===== src/rtl/core/tms_pkg.sv =====
// tms_pkg: shared constants and controller/datapath interface types
// for trajectory_median_split; no dependencies
`timescale 1ns / 1ps

package tms_pkg;

	localparam int MAX_TRAJ_DEF  = 32;
	localparam int MAX_SLOTS_DEF = 64;
	localparam int RESULT_CAP    = 32;

	localparam int SLOT_W  = 6;
	localparam int TIME_W  = 31;
	localparam int INDEX_W = 5;

	// per-slot statistics word: valid, min start, max end, grid id
	localparam int STAT_W = 1 + 3 * TIME_W;

	typedef struct packed {
		logic accept;
		logic upd;
		logic sel_init;
		logic sel_run;
		logic med_init;
		logic med_ri;
		logic med_ci;
		logic med_j;
		logic med_next;
		logic em_init;
		logic em_run;
		logic clr_init;
		logic clr_run;
	} cmd_t;

	typedef struct packed {
		logic rec_es;
		logic sel_done;
		logic found;
		logic n_zero;
		logic med_j_done;
		logic med_hit;
		logic em_done;
		logic clr_done;
	} sts_t;

endpackage


===== src/rtl/core/tms_ctrl.sv =====
// tms_ctrl: sequencing state machine for load, slot selection, median
// search, result emission and table clearing; depends on tms_pkg
`timescale 1ns / 1ps

module tms_ctrl (
	input  logic          clk,
	input  logic          arst_n,
	input  logic          start,
	output logic          busy,
	input  tms_pkg::sts_t sts,
	output tms_pkg::cmd_t cmd
);

	typedef enum logic [8:0] {
		ST_CLR  = 9'b000000001,
		ST_IDLE = 9'b000000010,
		ST_UPD  = 9'b000000100,
		ST_SEL  = 9'b000001000,
		ST_MRI  = 9'b000010000,
		ST_MCI  = 9'b000100000,
		ST_MJ   = 9'b001000000,
		ST_MCK  = 9'b010000000,
		ST_EMIT = 9'b100000000
	} state_t;

	state_t state_q, state_d;

	always_ff @(posedge clk or negedge arst_n) begin
		if (!arst_n) begin
			state_q <= ST_CLR;
		end else begin
			state_q <= state_d;
		end
	end

	always_comb begin
		state_d = state_q;
		cmd     = '0;
		case (state_q)
			ST_CLR: begin
				cmd.clr_run = 1'b1;
				if (sts.clr_done) state_d = ST_IDLE;
			end
			ST_IDLE: begin
				if (start) begin
					cmd.accept = 1'b1;
					state_d    = ST_UPD;
				end
			end
			ST_UPD: begin
				cmd.upd = 1'b1;
				if (sts.rec_es) begin
					cmd.sel_init = 1'b1;
					state_d      = ST_SEL;
				end else begin
					state_d = ST_IDLE;
				end
			end
			ST_SEL: begin
				cmd.sel_run = 1'b1;
				if (sts.sel_done) begin
					if (sts.found && !sts.n_zero) begin
						cmd.med_init = 1'b1;
						state_d      = ST_MRI;
					end else begin
						cmd.em_init = 1'b1;
						state_d     = ST_EMIT;
					end
				end
			end
			ST_MRI: begin
				cmd.med_ri = 1'b1;
				state_d    = ST_MCI;
			end
			ST_MCI: begin
				cmd.med_ci = 1'b1;
				state_d    = ST_MJ;
			end
			ST_MJ: begin
				cmd.med_j = 1'b1;
				if (sts.med_j_done) state_d = ST_MCK;
			end
			ST_MCK: begin
				if (sts.med_hit) begin
					cmd.em_init = 1'b1;
					state_d     = ST_EMIT;
				end else begin
					cmd.med_next = 1'b1;
					state_d      = ST_MRI;
				end
			end
			ST_EMIT: begin
				cmd.em_run = 1'b1;
				if (sts.em_done) begin
					cmd.clr_init = 1'b1;
					state_d      = ST_CLR;
				end
			end
			default: begin
				state_d = ST_CLR;
			end
		endcase
	end

	assign busy = (state_q != ST_IDLE);

endmodule


===== config.mk =====
export PLATFORM = sky130hd
export DESIGN_NAME = tms_ctrl
export DESIGN_NICKNAME = d
export VERILOG_FILES = /design/src/rtl/core/tms_pkg.sv /design/src/rtl/core/tms_ctrl.sv
export SDC_FILE = /design/constraint.sdc
export NUM_CORES = 1
export LEC_CHECK = 0
export BUFFER_PORTS_ARGS = -buffer_cell sky130_fd_sc_hd__buf_2
export CELL_PAD_IN_SITES_DETAIL_PLACEMENT = 1
export CELL_PAD_IN_SITES_GLOBAL_PLACEMENT = 1
export CORE_MARGIN = 3
export CORE_UTILIZATION = 32
export CTS_BUF_LIST = sky130_fd_sc_hd__clkbuf_4 sky130_fd_sc_hd__clkbuf_8
export DETAILED_ROUTE_END_ITERATION = 10
export PLACE_DENSITY = 0.84
export REMOVE_ABC_BUFFERS = 1
export SETUP_SLACK_MARGIN = 0.2
export SLEW_MARGIN = 40
export SYNTH_ARGS = -nofsm -noshare
export SYNTH_HDL_FRONTEND = slang
export SYNTH_SLANG_ARGS = --single-unit

===== constraint.sdc =====
create_clock -name clk -period 2 [get_ports clk]
set_clock_uncertainty 0.2 [all_clocks]
set_input_delay 0.5 -clock clk [delete_from_list [all_inputs] [get_ports clk]]
set_output_delay 0.5 -clock clk [all_outputs]
set_load 0.02 [all_outputs]

==> reports/results.txt, run 1 <==
Status -> finished with violations
Failing checks -> negative setup slack
CP Class -> register to output port
Placed cells -> 152
Number of antenna-violating nets in the routed design -> 0
Share of cells above drive strength 1 -> 61.0%
Final worst-path cycle share -> 133%
Clock Tree Root -> clkbuf_4
Max cap viols -> 0
Clock Sinks -> 9
Tot Pwr -> 1210 uW
Slew HR -> 67.0%
Global Route Usage Sum -> 26.0%
Hold Path Stages -> 2
FF+latch count, synth -> 9
Grt peak-use layer -> met2
Slew Viols, Final -> 0
Reg-to-reg slack, setup -> -100 ps
Worst EP required -> 1300 ps
Wirelength per Cell -> 20.5 um
Worst-Margin Slew -> 492 ps
Row count -> 16
Inserted Clock Buffers -> 3
Final setup fails -> 16
First-pass GRT wire length -> 5120 um
Cell count after synthesis -> 87
Clock-pin slew on the worst setup and hold paths -> 80 ps
Inserted Diodes -> 0
Port Buffers -> 24
R2r worst-path depth -> 7
Via count -> 956
Worst r2r dst -> state_q[4]$_DFFE_PN0P_
Clock Path Buffers -> 2
Critical path arrival -> 1960 ps
Post-Syn Area -> 706 um^2
Sequential share of the synthesized area -> 32.1%
Hold Crit Start -> sts[0]
CTS tree -> built
Drt first pass iters -> 4
Final-layout fill cell count -> 243
Most common library cell in the layout ignoring fill and taps -> buf_4
Pwr dens -> 894 nW/um^2
Hold WC Path Type -> input pin to register
Final Hold Slack -> 205 ps
DRC -> 0
Largest reg by FF count -> state_q
Cell variety after synth -> 36
Vias in the first global route -> 1015
Wirelength, routed -> 3540 um
Most frequent cells in the layout -> 31 x buf_4, 18 x buf_6, 10 x buf_2
Pleak -> 0.000688 uW
Initial antenna violation count -> 0
RSZ-0062 raised after global routing -> yes
DR vias/cell -> 5.53
Tmin final -> 2660 ps
IO Count -> 25
Iteration-0 DRC Markers -> 10
Fin cells -> 173
Yosys warning total -> 0
CP max FO -> 4
Largest register FFs -> 9
Placed Area -> 976 um^2
Die width -> 53.0 um
Estimated wirelength of the detail-placed design -> 1930 um
Initial Utilization -> 34.9%
Die area -> 2800 um^2
Area growth syn-to-layout -> 92.4%
Largest registers -> state_q x9
Met2 usage -> 47.7%
Final hold violation count -> 0
Met3 GRT Util -> 7.32%
Worst r2r src -> state_q[7]$_DFFE_PN0P_
Final net count -> 158
Maximum number of pins on one net before global-route repair -> 12
Avg Inst Size Synth -> 8.11 um^2
Hold EP -> state_q[0]$_DFFE_PN1P_
Startpoint types -> register
Worst skew pair latency -> 280 ps
Die height -> 53.0 um
Setup crit end kind -> output port
H-tree levels -> 1
Gp weighted congestion -> 0.782
Fmax -> 0.376 GHz
Worst vdd ir -> 0.594 mV
Grt total ovfl -> 0
Fin area -> 1360 um^2
Post-route setup slack -> -658 ps
Core area -> 2020 um^2
Met1 usage -> 28.3%
## Yosys cell counts
| master | number | share of area [%] |
|---|---|---|
| nor2_1 | 11 | 5.9 |
| and3_1 | 8 | 7.1 |
| dfrtp_1 | 8 | 28 |
| inv_1 | 5 | 2.7 |
| nand2_1 | 5 | 2.7 |
| nor3_1 | 5 | 3.5 |
| clkbuf_1 | 4 | 2.1 |
| nor3b_1 | 4 | 4.3 |
| and2_1 | 3 | 2.7 |
| o211ai_1 | 3 | 3.2 |
| a21oi_1 | 2 | 1.4 |
| nand3_1 | 2 | 1.4 |
| nand4bb_1 | 2 | 3.2 |
| o21ai_0 | 2 | 1.4 |
| xor2_1 | 2 | 2.5 |
| a21o_1 | 1 | 1.1 |
| a21oi_2 | 1 | 1.2 |
| a31oi_1 | 1 | 0.89 |
| and4_1 | 1 | 1.2 |
| buf_6 | 1 | 1.6 |
| dfstp_2 | 1 | 3.7 |
| mux2_2 | 1 | 1.6 |
| nand2b_1 | 1 | 0.89 |
| nand3b_1 | 1 | 1.1 |
| nand4_1 | 1 | 0.89 |
| nand4b_1 | 1 | 1.2 |
| nor2b_1 | 1 | 0.89 |
| nor4_1 | 1 | 0.89 |
| nor4b_1 | 1 | 1.2 |
| nor4b_2 | 1 | 2.1 |
| o22ai_1 | 1 | 0.89 |
| o32ai_1 | 1 | 1.2 |
| or2_2 | 1 | 0.89 |
| or3_1 | 1 | 0.89 |
| or3b_1 | 1 | 1.2 |
| or4b_4 | 1 | 1.9 |
## repair_timing
| action | in CTS | in global routing |
|---|---|---|
| endpoints found under the setup margin | 16 | 17 |
| buffers inserted | 6 | 10 |
| gates resized for setup | 40 | 18 |
| hold buffers | 1 | 0 |
| endpoints found under the hold margin | 8 | 0 |
| pin swaps | 9 | 8 |
## cells by family (layout without fill, tap and decap cells)
family | count (synthesis) | in the layout | synth area share [%]
AOI/OAI and AO/OA | 12 | 12 | 11.3
muxes | 1 | 1 | 1.60
xor gates and xnor gates | 2 | 2 | 2.48
and+or+nand+nor | 53 | 53 | 46.1
buffers and inverters | 10 | 69 | 6.38
DFF | 9 | 9 | 32.1
## worst max-delay path: stages (launching register included)
cell and delay [ps]:
dfrtp_1 390, or4b_4 570, or3b_1 390, a21oi_2 190, buf_6 140
## layout make-up
class,count,area (um^2),area share (%)
multi-input cells,68,556,40.9
repair buffers,60,495,36.5
flip-flops and latches,9,226,16.7
well taps,27,33.8,2.49
clock buffers,3,22.5,1.66
inverters,5,18.8,1.38
clock inverters,1,5.00,0.369
## per-layer routing
metal	wire length (um)	up-vias	part of all wire (%)
met5	0	-	0
met4	131	0	3.7
met3	181	14	5.1
met2	1850	36	52
met1	1380	474	39
li1	-	432	-
## per-stage QoR
step / worst slack [ps] / setup TNS, ps / util, %
CTS: -615 / -4430 / 60.0
global placement: -337 / -965 / 48.3
global route: -704 / -6220 / 67.1
finish: -658 / -5350 / 67.1
detailed placement: -363 / -1730 / 48.3
floorplan: -610 / -1890 / -
## how the worst max path moves through the flow
stage                                      start     end  slack [ps]
final                     state_q[7]$_DFFE_PN0P_  cmd[3]        -660
after floorplan           state_q[7]$_DFFE_PN0P_  cmd[8]        -610
after global placement    state_q[7]$_DFFE_PN0P_  cmd[3]        -340
after global routing      state_q[7]$_DFFE_PN0P_  cmd[3]        -700
after detailed placement  state_q[7]$_DFFE_PN0P_  cmd[3]        -360
after CTS                 state_q[0]$_DFFE_PN1P_  cmd[3]        -610
## power breakdown
group          internal [uW]  switching, uW
logic                    410            412
clock network           74.1           76.8
registers                218           22.8
Power figures use the tool's default switching activity.
==> run 2, diff against run 1 <==
- BUFFER_PORTS_ARGS: -buffer_cell sky130_fd_sc_hd__buf_2 -> -buffer_cell sky130_fd_sc_hd__buf_4
- CORE_UTILIZATION: 32 -> 39
- PLACE_DENSITY: 0.84 -> 0.94
- clock period: 2 -> 3.3 ns (I/O delays scaled with it)
==> run 2 against run 1 <==
- register-to-register slack better by 1500 ps
- first-iteration DRC count is 90% higher
- non-clock buffer count shrank 34
- cell area decreased by 31%
- clock power down 34%
- the flow now finishes without violations
- die area is 16% lower
- largest power group unchanged
- setup slack gained 930 ps
- wire length is 40% lower
==> reports/results.txt, run 2 (synthesized netlist as in run 1, its figures left out) <==
Most frequent cells in the layout -> 26 x buf_4, 11 x nor2_1, 8 x and3_1
Final net count -> 124
Multi-input gate area -> 439 um^2
Inserted Clock Buffers -> 3
Worst-Margin Slew -> 385 ps
RSZ-0062 raised after global routing -> yes
Vias in the first global route -> 773
Pleak -> 0.000485 uW
Largest registers -> state_q x9
Initial Utilization -> 44.3%
Clock Sinks -> 9
FF/Latch Area -> 230 um^2
Final worst-path cycle share -> 91.7%
Gp weighted congestion -> 0.849
Fmax -> 0.331 GHz
Port Buffers -> 24
Status -> completed
Die width -> 48.5 um
Iteration-0 DRC Markers -> 19
Area growth syn-to-layout -> 33.7%
Initial antenna violation count -> 0
CP delay by family, top -> simple AND/OR/NAND/NOR gates
Max stage delay on crit path -> 570 ps
Drt first pass iters -> 4
CP max FO -> 4
Slowest stage cell on the critical path -> or4b_4
First-pass GRT wire length -> 3660 um
Largest reg by FF count -> state_q
Worst r2r dst -> state_q[8]$_DFFE_PN0P_
CTS tree -> built
Final hold violation count -> 0
Die height -> 48.5 um
H-tree levels -> 1
Share of cells above drive strength 1 -> 35.7%
Post-route setup slack -> 276 ps
Setup crit end kind -> output port
Inserted Diodes -> 0
Hold WC Path Type -> input pin to asynchronous set/reset pin
Worst vdd ir -> 0.366 mV
Worst r2r src -> state_q[7]$_DFFE_PN0P_
Startpoint types -> register
Global Route Usage Sum -> 19.7%
Maximum number of pins on one net before global-route repair -> 13
Pwr dens -> 540 nW/um^2
Met2 usage -> 32.6%
WP buf/inv -> 1
Reg-to-reg slack, setup -> 1380 ps
Core area -> 1590 um^2
Tmin final -> 3020 ps
Via count -> 755
Slew HR -> 74.4%
Met1 usage -> 25.9%
Final Hold Slack -> 167 ps
Largest register FFs -> 9
Setup Slack @ Placement -> 451 ps
IO Count -> 25
Die area -> 2360 um^2
Worst skew pair latency -> 270 ps
Clock Tree Root -> clkbuf_4
Setup TNS -> 0 ps
Grt total ovfl -> 0
Worst EP required -> 2270 ps
Critical path arrival -> 2000 ps
DR vias/cell -> 5.55
Row count -> 14
Fin util -> 59.2%
CP Class -> register to output port
Wirelength per Cell -> 15.6 um
Clock-pin slew on the worst setup and hold paths -> 80 ps
Clock Path Buffers -> 2
DRC -> 0
Grt peak-use layer -> met2
Number of antenna-violating nets in the routed design -> 0
R2r worst-path depth -> 4
Slew Viols, Final -> 0
Estimated wirelength of the detail-placed design -> 1600 um
Most common library cell in the layout ignoring fill and taps -> buf_4
Max cap viols -> 0
Wirelength, routed -> 2120 um
Final-layout fill cell count -> 208
Met3 GRT Util -> 4.60%
Critical path, cell by cell -> or4b_4, or3b_1, a21oi_2, buf_4
Final setup fails -> 0
[run 2: cell types whose count changed in the layout (fill, tap and decap cells not counted), moves of 3 or more]
| cell | previous run | this run |
|---|---|---|
| dfrtp_1 | 8 | 5 |
| dfrtp_2 | 0 | 3 |
| and3_4 | 3 | 0 |
| buf_6 | 18 | 0 |
| buf_2 | 10 | 0 |
| buf_4 | 31 | 26 |
| nor2_1 | 7 | 11 |
| nor2_4 | 3 | 0 |
| and3_1 | 5 | 8 |
[run 2: layout make-up]
cell class                 count  area share, %
tap                           24           3.18
sequential                     9           24.4
multi-input combinational     68           46.6
inverter                       5           1.99
clock buffer                   4           3.18
timing repair buffer          26           20.7
[run 2: per-layer routing]
layer / up-vias / part of all wire (%)
met5: - / 0
met4: 0 / 0.80
met3: 2 / 4.5
met2: 16 / 48
met1: 370 / 47
li1: 367 / -
[run 2: how the worst max path moves through the flow]
stage,startpoint,endpoint,slack (ps),cells after the start
after CTS,state_q[7]$_DFFE_PN0P_,cmd[3],220,4
after global routing,state_q[7]$_DFFE_PN0P_,cmd[8],190,4
after global placement,sts[5],cmd[3],490,5
final,state_q[7]$_DFFE_PN0P_,cmd[3],280,4
after floorplan,state_q[7]$_DFFE_PN0P_,cmd[8],370,3
after detailed placement,sts[5],cmd[3],450,5
[run 2: per-stage QoR]
| stage | total power [uW] | instance area (um^2) | instances |
|---|---|---|---|
| 6_report | 509 | 943 | 136 |
| 5_1_grt | 555 | 943 | 136 |
| 4_1_cts | 509 | 925 | 134 |
| 3_5_place_dp | 411 | 890 | 130 |
| 3_3_place_gp | 404 | 890 | 130 |
| 2_1_floorplan | 329 | 679 | 82 |
[run 2: report_power, final]
part / total (uW) / switching, uW / internal [uW]
clock: 99.4 / 44.5 / 54.9
combinational: 231 / 123 / 109
sequential: 178 / 44.4 / 134
[run 2: what timing repair did]
action | CTS | global route
buffers inserted | 0 | 2
gates resized for setup | 1 | 3
pin swaps | 0 | 1
hold buffers | 0 | 0
setup endpoints to repair | 1 | 2
[run 2: worst reg2reg max path, cell delays in order, from the launching register on]
cell     delay, ps
dfrtp_2        430
or4b_4         570
or3b_1         380
a21oi_2        180
a21o_1         110
==> run 3, diff against run 2 <==
- ABC_AREA: unset -> 1
- CORE_UTILIZATION: 39 -> 37
- PLACE_DENSITY: 0.94 -> 0.93
==> run 3 against run 2 <==
- via count increased by 9.0%
- cell count is 24% higher
- synthesized cell count rose by 33%
- die area grew 11%
- register-to-register slack improved by 270 ps
- setup slack gained 270 ps
- critical endpoint unchanged
- largest cell class unchanged
- largest power group unchanged
- highest routed layer unchanged
==> reports/results.txt, run 3 <==
Post-synth top flop -> dfrtp_1
CP Class -> register to output port
Wirelength, routed -> 2290 um
FF+latch count, synth -> 9
Post-CTS Hold Fix Bufs -> 0
Inserted Clock Buffers -> 3
First-pass GRT wire length -> 4100 um
Number of antenna-violating nets in the routed design -> 0
Fin cells -> 169
Row count -> 15
Fmax -> 0.363 GHz
Pwr dens -> 644 nW/um^2
Status -> completed
Port Buffers -> 24
Cell count after synthesis -> 116
Die area -> 2610 um^2
Startpoint types -> register
Pleak -> 0.000628 uW
Slew Viols, Final -> 0
Share of cells above drive strength 1 -> 35.4%
Most frequent cells after synthesis -> 25 x inv_1, 22 x nor2_1, 21 x nand2_1
Synth top area share -> 26.7%
Met3 GRT Util -> 3.21%
Slew HR -> 80.6%
Most frequent cells in the layout -> 25 x inv_1, 24 x buf_4, 22 x nor2_1
Placed cells -> 165
Worst-Margin Slew -> 289 ps
Clock Tree Root -> clkbuf_4
Maximum number of pins on one net before global-route repair -> 10
Final worst-path cycle share -> 83.4%
Area growth syn-to-layout -> 32.2%
Final setup fails -> 0
Inserted Diodes -> 0
Leading area contributor after synthesis -> dfrtp_1
Largest reg by FF count -> state_q
Die height -> 51.0 um
Clock-pin slew on the worst setup and hold paths -> 70 ps
Grt peak-use layer -> met2
Clock Path Buffers -> 2
Yosys warning total -> 0
Share of flip-flops with an asynchronous set or reset -> 100%
Fin area -> 992 um^2
Setup crit end kind -> output port
CTS tree -> built
RSZ-0062 raised after global routing -> no
Final hold violation count -> 0
Setup TNS -> 0 ps
Tmin final -> 2750 ps
Max cap viols -> 0
Top-count cell post-synth -> inv_1
Clock Sinks -> 9
Most common library cell in the layout ignoring fill and taps -> inv_1
Vias in the first global route -> 886
Core area -> 1820 um^2
Cts repair resizes -> 0
Hold WC Path Type -> input pin to asynchronous set/reset pin
Post-CTS Setup Bufs -> 0
Placed Area -> 962 um^2
Cell variety after synth -> 18
Wirelength per Cell -> 13.5 um
Sequential share of the synthesized area -> 30.2%
DRC -> 0
Critical path arrival -> 1730 ps
Largest registers -> state_q x9
Largest register FFs -> 9
Grt total ovfl -> 0
Iteration-0 DRC Markers -> 9
Drt first pass iters -> 4
Estimated wirelength of the detail-placed design -> 1760 um
Initial antenna violation count -> 0
Top post-synthesis cells by area -> dfrtp_1 27%, inv_1 13%, nor2_1 11%, nand2_1 10%, nor2_4 6.0%
Die width -> 51.0 um
IO Count -> 25
Met1 usage -> 25.9%
Final net count -> 156
Number of synthesized flops with an enable pin -> 0
Worst vdd ir -> 0.288 mV
Avg Inst Size Synth -> 6.47 um^2
Worst EP required -> 2270 ps
DR vias/cell -> 4.87
Global Route Usage Sum -> 21.3%
Initial Utilization -> 41.2%
Worst skew pair latency -> 270 ps
Post-Syn Area -> 751 um^2
Met2 usage -> 38.0%
Via count -> 823
Tot Pwr -> 639 uW
Gp weighted congestion -> 0.797
CP max FO -> 4
H-tree levels -> 1
-- run 3: layout make-up --
type	count	area, um^2
Clock buffer	4	30.0
Multi-Input combinational cell	78	415
Fill cell	271	828
Tap cell	25	31.3
Inverter	29	109
Sequential cell	9	226
Timing Repair Buffer	24	180
-- run 3: layer usage --
metal	up-vias	part of all wire, %
met1	397	43
met5	-	0
met2	18	52
li1	405	-
met3	3	3.8
met4	0	1.0
-- run 3: final timing paths --
path / from / to / slack, ps / cells after the start
worst max-delay path: state_q[0]$_DFFE_PN1P_ / cmd[3] / 550 / 9
worst min-delay path: arst_n / state_q[3]$_DFFE_PN0P_ / 160 / 1
worst max register to register: state_q[7]$_DFFE_PN0P_ / state_q[0]$_DFFE_PN1P_ / 1650 / 10
worst min register to register: state_q[4]$_DFFE_PN0P_ / state_q[6]$_DFFE_PN0P_ / 470 / 3
max in group asynchronous: arst_n / state_q[0]$_DFFE_PN1P_ / 2520 / 1
min in group clk: state_q[4]$_DFFE_PN0P_ / state_q[6]$_DFFE_PN0P_ / 470 / 3
-- run 3: where the power goes --
group	total, uW	switching (uW)	internal, uW
logic	378	244	134
clock network	103	47.4	55.1
registers	159	23.7	135
-- run 3: critical path: stages (launching register included) --
cell     delay, ps
dfstp_2        560
nor2_4          50
nand2_1        140
nor2_1          60
nand3_1         80
nand3_1        110
nor2_2         150
nand2_1        100
inv_1           70
buf_4          130
-- run 3: cell families (layout without fill, tap and decap cells) --
| group | count (synthesis) | count (layout) | share of synthesized area, % |
|---|---|---|---|
| buffers and inverters | 29 | 57 | 14.5 |
| AOI/OAI and AO/OA | 7 | 7 | 5.83 |
| and+or+nand+nor | 71 | 71 | 49.5 |
| DFF | 9 | 9 | 30.2 |
-- run 3: per-stage QoR --
step	hold slack, ps	util, %	worst slack [ps]
5_1_grt	165	54.5	369
6_report	163	54.5	546
4_1_cts	172	54.5	533
2_1_floorplan	329	-	698
3_3_place_gp	427	52.9	690
3_5_place_dp	457	52.9	636
